[src/rtl/core/hmsd_ram.sv]
`timescale 1ns / 1ps
// ---------------------------------------------------------------------------
// Generic simple dual-port RAM
// One write port and one read port, read data registered.
// ---------------------------------------------------------------------------
module hmsd_ram #(
    parameter int WIDTH = 8,
    parameter int DEPTH = 256
) (
    input  logic                     clk,
    input  logic                     we,
    input  logic [$clog2(DEPTH)-1:0] waddr,
    input  logic [WIDTH-1:0]         wdata,
    input  logic [$clog2(DEPTH)-1:0] raddr,
    output logic [WIDTH-1:0]         rdata
);

    logic [WIDTH-1:0] mem [DEPTH];

    always_ff @(posedge clk)
    begin
        if (we)
        begin
            mem[waddr] <= wdata;
        end
        rdata <= mem[raddr];
    end

endmodule

[config.mk]
export PLATFORM = sky130hd
export DESIGN_NAME = hmsd_ram
export DESIGN_NICKNAME = d
export VERILOG_FILES = /design/src/rtl/core/hmsd_ram.sv
export SDC_FILE = /design/constraint.sdc
export NUM_CORES = 2
export LEC_CHECK = 0
export ABC_AREA = 1
export BUFFER_PORTS_ARGS = -buffer_cell sky130_fd_sc_hd__buf_4
export CORE_MARGIN = 3
export CORE_UTILIZATION = 39
export DETAILED_ROUTE_END_ITERATION = 8
export HOLD_SLACK_MARGIN = 0.15
export PLACE_DENSITY = 0.51
export SYNTH_ARGS = -nofsm -noshare
export SYNTH_HDL_FRONTEND = slang
export SYNTH_SLANG_ARGS = --single-unit
export TNS_END_PERCENT = 20
[constraint.sdc]
create_clock -name clk -period 1.8 [get_ports clk]
set_input_delay 0.09 -clock clk [delete_from_list [all_inputs] [get_ports clk]]
set_output_delay 0.09 -clock clk [all_outputs]
set_load 0.05 [all_outputs]
* Yosys cells after proc, flatten, opt, wreduce, memory -nomap -nowiden
Memory sizes are Yosys's and may differ from the RTL's. A register that Yosys moved wholly into a read port is not among the register bits.
Index checks and enable logic that the tools add are counted.
** Operators by class
- Add/subtract/negate cells :: 0
- $mul :: 0
- Div/mod/pow operators :: 0
- Order comparisons :: 0
- Equality and inequality tests :: 0
- Shift operators :: 0
- Mux-type cells :: 2
- Bitwise logic cells :: 0
- Reduce and logical (&&, ||, !) cells :: 0
** Operator list (count)
- $mux 1 :: 2
** Word-level totals
- Bits in registers :: 0
- Bits in latches :: 0
- Bits in writable memories :: 2048
- ROM bits :: 0
- Output and inout port bits :: 8
- Word-level logic and storage cells :: 3
- Memories kept :: 1
** Memories
- mem :: words 256, width 8, rd ports 1, clocked after Yosys merged registers in 1, write ports 1, RTL line 18 : logic [WIDTH-1:0] mem [DEPTH];

* Logic depth before layout (Yosys ltp)
- Word-level depth :: 2
- Depth in mapped cells :: 15
- Gate-level depth less buffers :: 11

* Least setup slack after synthesis
No wires, ideal clock.
- Path type :: input to register
- From :: input we
- To :: memory mem[162][0] (enable)
- Setup time :: 370 ps
- Arrival time :: 1211 ps
- Setup slack :: 219 ps
- Stages on the path :: 4
- Buffers on the path :: 2
- Cell sequence :: clkbuf_1 -> nand3_1 -> clkbuf_1 -> nor2_1
** On the way
- Word-level cells in the longest chain between the ends :: 2
** RTL lines
- start, declared :: RTL line 11 : input logic we,
- $mux 1 :: RTL line 22 : if (we)
- $mux 1 (not written as such) :: RTL line 24 : mem[waddr] <= wdata;
- end, declared :: RTL line 18
Every way passes these cells.

* Worst setup path after layout
- From :: input waddr[1]
- To :: memory mem[63][3] (enable)
** RTL lines
- start, declared :: RTL line 12 : input logic [$clog2(DEPTH)-1:0] waddr,
Straight into the memory's write port.

==> flow_summary.ini <==
[global_routing]
grtUsageTotal = 0.233
gr-total-overflow = 0
grt_pass1_wl_mm = 378
grt_pass1_vias = 55100
antenna_found_initial = 12
grt_max_degree = 82

[critical_path]
required_ns = 2.35
r2r_slack_ns = 0.01
crit_fanout = 7
startpoint_type = primary input
arrival_ns = 2.37
crit_type = in -> reg
end_kind = flop

[sta]
setup_viol = 1
finalHoldViolCount = 0
relSlewSlack = 0.505
worstMarginPinSlew_ns = 0.740
rsz0062_at_grt = yes
finClkSkew_ns = 0.0377
period_needed_ns = 1.82
slew_violations = 0
min_period_over_period = 1.01
fin_ws_ns = -0.0203
fmax_ghz = 0.549

[placement]
place.gp.congestion = 0.883
place_area_um2 = 92800
port_buffers = 33
hpwl_mm = 164

[synthesis]
synth_top_area_cell = edfxtp_1
avgSynthCellArea_um2 = 11.9
post-synth-top-count-cell = nand2_1
ys_top_cells_by_count = 2,123 x nand2_1, 2,048 x edfxtp_1, 2,019 x nand3_1
syn_inst = 7003
ys_top_cells_by_area = edfxtp_1 74%, nand3_1 12%, nand2_1 9.6%
yosys.area.top_type_share = 0.737
synth-seq-cells = 2056
yosysWarnings = 0
async_flop_share = 0
synth_edf_count = 2048
ys_types = 14
synth_nets = 7029
syn_area_um2 = 83400
synth_top_flop_cell = edfxtp_1
ys_seq_area_frac = 0.739

[floorplan]
start_util = 0.393
ios = 34
rows = 169
dieArea_um2 = 219000
die_w_um = 468
coreArea_um2 = 212000
die-height_um = 468

[hold_path]
hp-class = in -> reg

[cts]
clock_sinks = 2056
cts_tree = done
cts_root_buf = clkbuf_16
cts.clk_slew.worst_paths_ns = 0.06
clockBufferDepth = 3
postCtsSetupBuffers = 0
numCtsBuffers = 213
clock_latency_ns = 0.87
htreeDepth = 4

[layout]
final-seq-area_um2 = 61700
area_growth_pct = 20.5
n_fill_cell = 19100
multi_input_comb_area_um2 = 19500
final_area_um2 = 100000
fin_nets = 7615
drive_gt1_frac = 0.155

[drt]
postRouteAntennaNets = 0
first_pass_iters = 6
wl_per_cell_um = 24.6
routed_via_density = 5.38
first_iter_violations = 6062
route.detailed.drc = 0
vias = 57000
wl_mm = 260

[power_and_ir_drop]
p_int_w = 0.0798
finalPower_w = 0.104
p_clk_frac = 0.418
pwr-share-comb = 0.073
pwr_density_cell_nw_per_um2 = 1030
p_leak_nw = 36.1
switching_share = 0.231
power_switching_w = 0.0240
ir_drop_mv = 1.05
seqPwrFrac = 0.509

[status]
outcome = complete, but fails checks
violations = setup timing

[flow_run]
cap_violations = 0
worst paths after layout:
kind | depth (start not counted) | to | startpoint
max | 9 | mem[63][3] | waddr[1]
min | 2 | mem[101][6] | wdata[6]
max reg2reg | 10 | rdata[3] | mem[65][3]
min reg2reg | 10 | rdata[6] | mem[192][6]
stage by stage:
| step | util | TNS [ns] | worst slack (ns) | cells | hold WS [ns] |
|---|---|---|---|---|---|
| global placement | 0.437 | -4.92 | -0.718 | 10200 | 0.470 |
| detailed placement | 0.437 | -5.21 | -0.731 | 10200 | 0.467 |
| CTS | 0.471 | -0.102 | -0.0633 | 10600 | 0.171 |
| finish | 0.473 | -0.0203 | -0.0203 | 10600 | 0.232 |
| floorplan | - | 0 | 0.219 | 7003 | 0.189 |
| global route | 0.473 | -0.0471 | -0.0188 | 10600 | 0.197 |
sequential cells by signal, summed over array words and instances, names as in the netlist:
name and cells:
mem 2048, rdata 8
power groups by stage:
stage | sequential, W | clock (W) | combinational, W
after CTS | 0.0528 | 0.0442 | 0.00754
after detailed placement | 0.0538 | 0 | 0.00743
after global routing | 0.0528 | 0.0461 | 0.00813
after floorplan | 0.0539 | 0 | 0.00326
final | 0.0528 | 0.0434 | 0.00757
after global placement | 0.0538 | 0 | 0.00740
repair_timing:
item	CTS	global route
endpoints found under the setup margin	10	652
gates resized for setup	18	84
hold buffers	32	0
endpoints found under the hold margin	2403	0
gates cloned	0	4
pin swaps	0	4
logic make-up (layout without fill, tap and decap cells):
family                 count (synthesis)  in the layout  share of synthesized area
buffers and inverters                522           1292                     0.0312
flip-flops                          2056           2056                      0.739
other                                  0              2                          0
AND/OR/NAND/NOR                     4425           4425                      0.229
routing by layer:
| metal | vias up | GRT usage | wire, µm |
|---|---|---|---|
| met5 | - | 0 | 34 |
| met4 | 4 | 0.0761 | 8240 |
| met3 | 377 | 0.0332 | 17300 |
| met2 | 1947 | 0.373 | 123000 |
| met1 | 28600 | 0.329 | 112000 |
| li1 | 26100 | - | - |
critical path: stages:
cell	delay (ns)
dlygate4sd3_1	0.53
buf_4	0.14
nand2_1	0.16
nor2_2	0.20
nand2_2	0.09
dlygate4sd3_1	0.62
buf_12	0.17
nor2_2	0.14
buf_4	0.19
cell type report:
cell class	instances	area share
Multi-Input combinational cell	4425	0.194
Inverter	39	0.00179
Timing Repair Buffer	854	0.0872
Clock buffer	255	0.0548
Sequential cell	2056	0.614
Antenna cell	2	0.0000498
Tap cell	2821	0.0351
Clock inverter	144	0.0131
cell usage in the layout (no fill, tap or decap), drive strengths merged:
cell,n
clkinv,111
diode,2
edfxtp,2048
nand2,2123
nor2,283
buf,820
nand3,2019
dfxtp,8
bufinv,20
inv,47
dlygate4sd3,30
clkinvlp,5
clkbuf,259
Power figures use the tool's default switching activity.
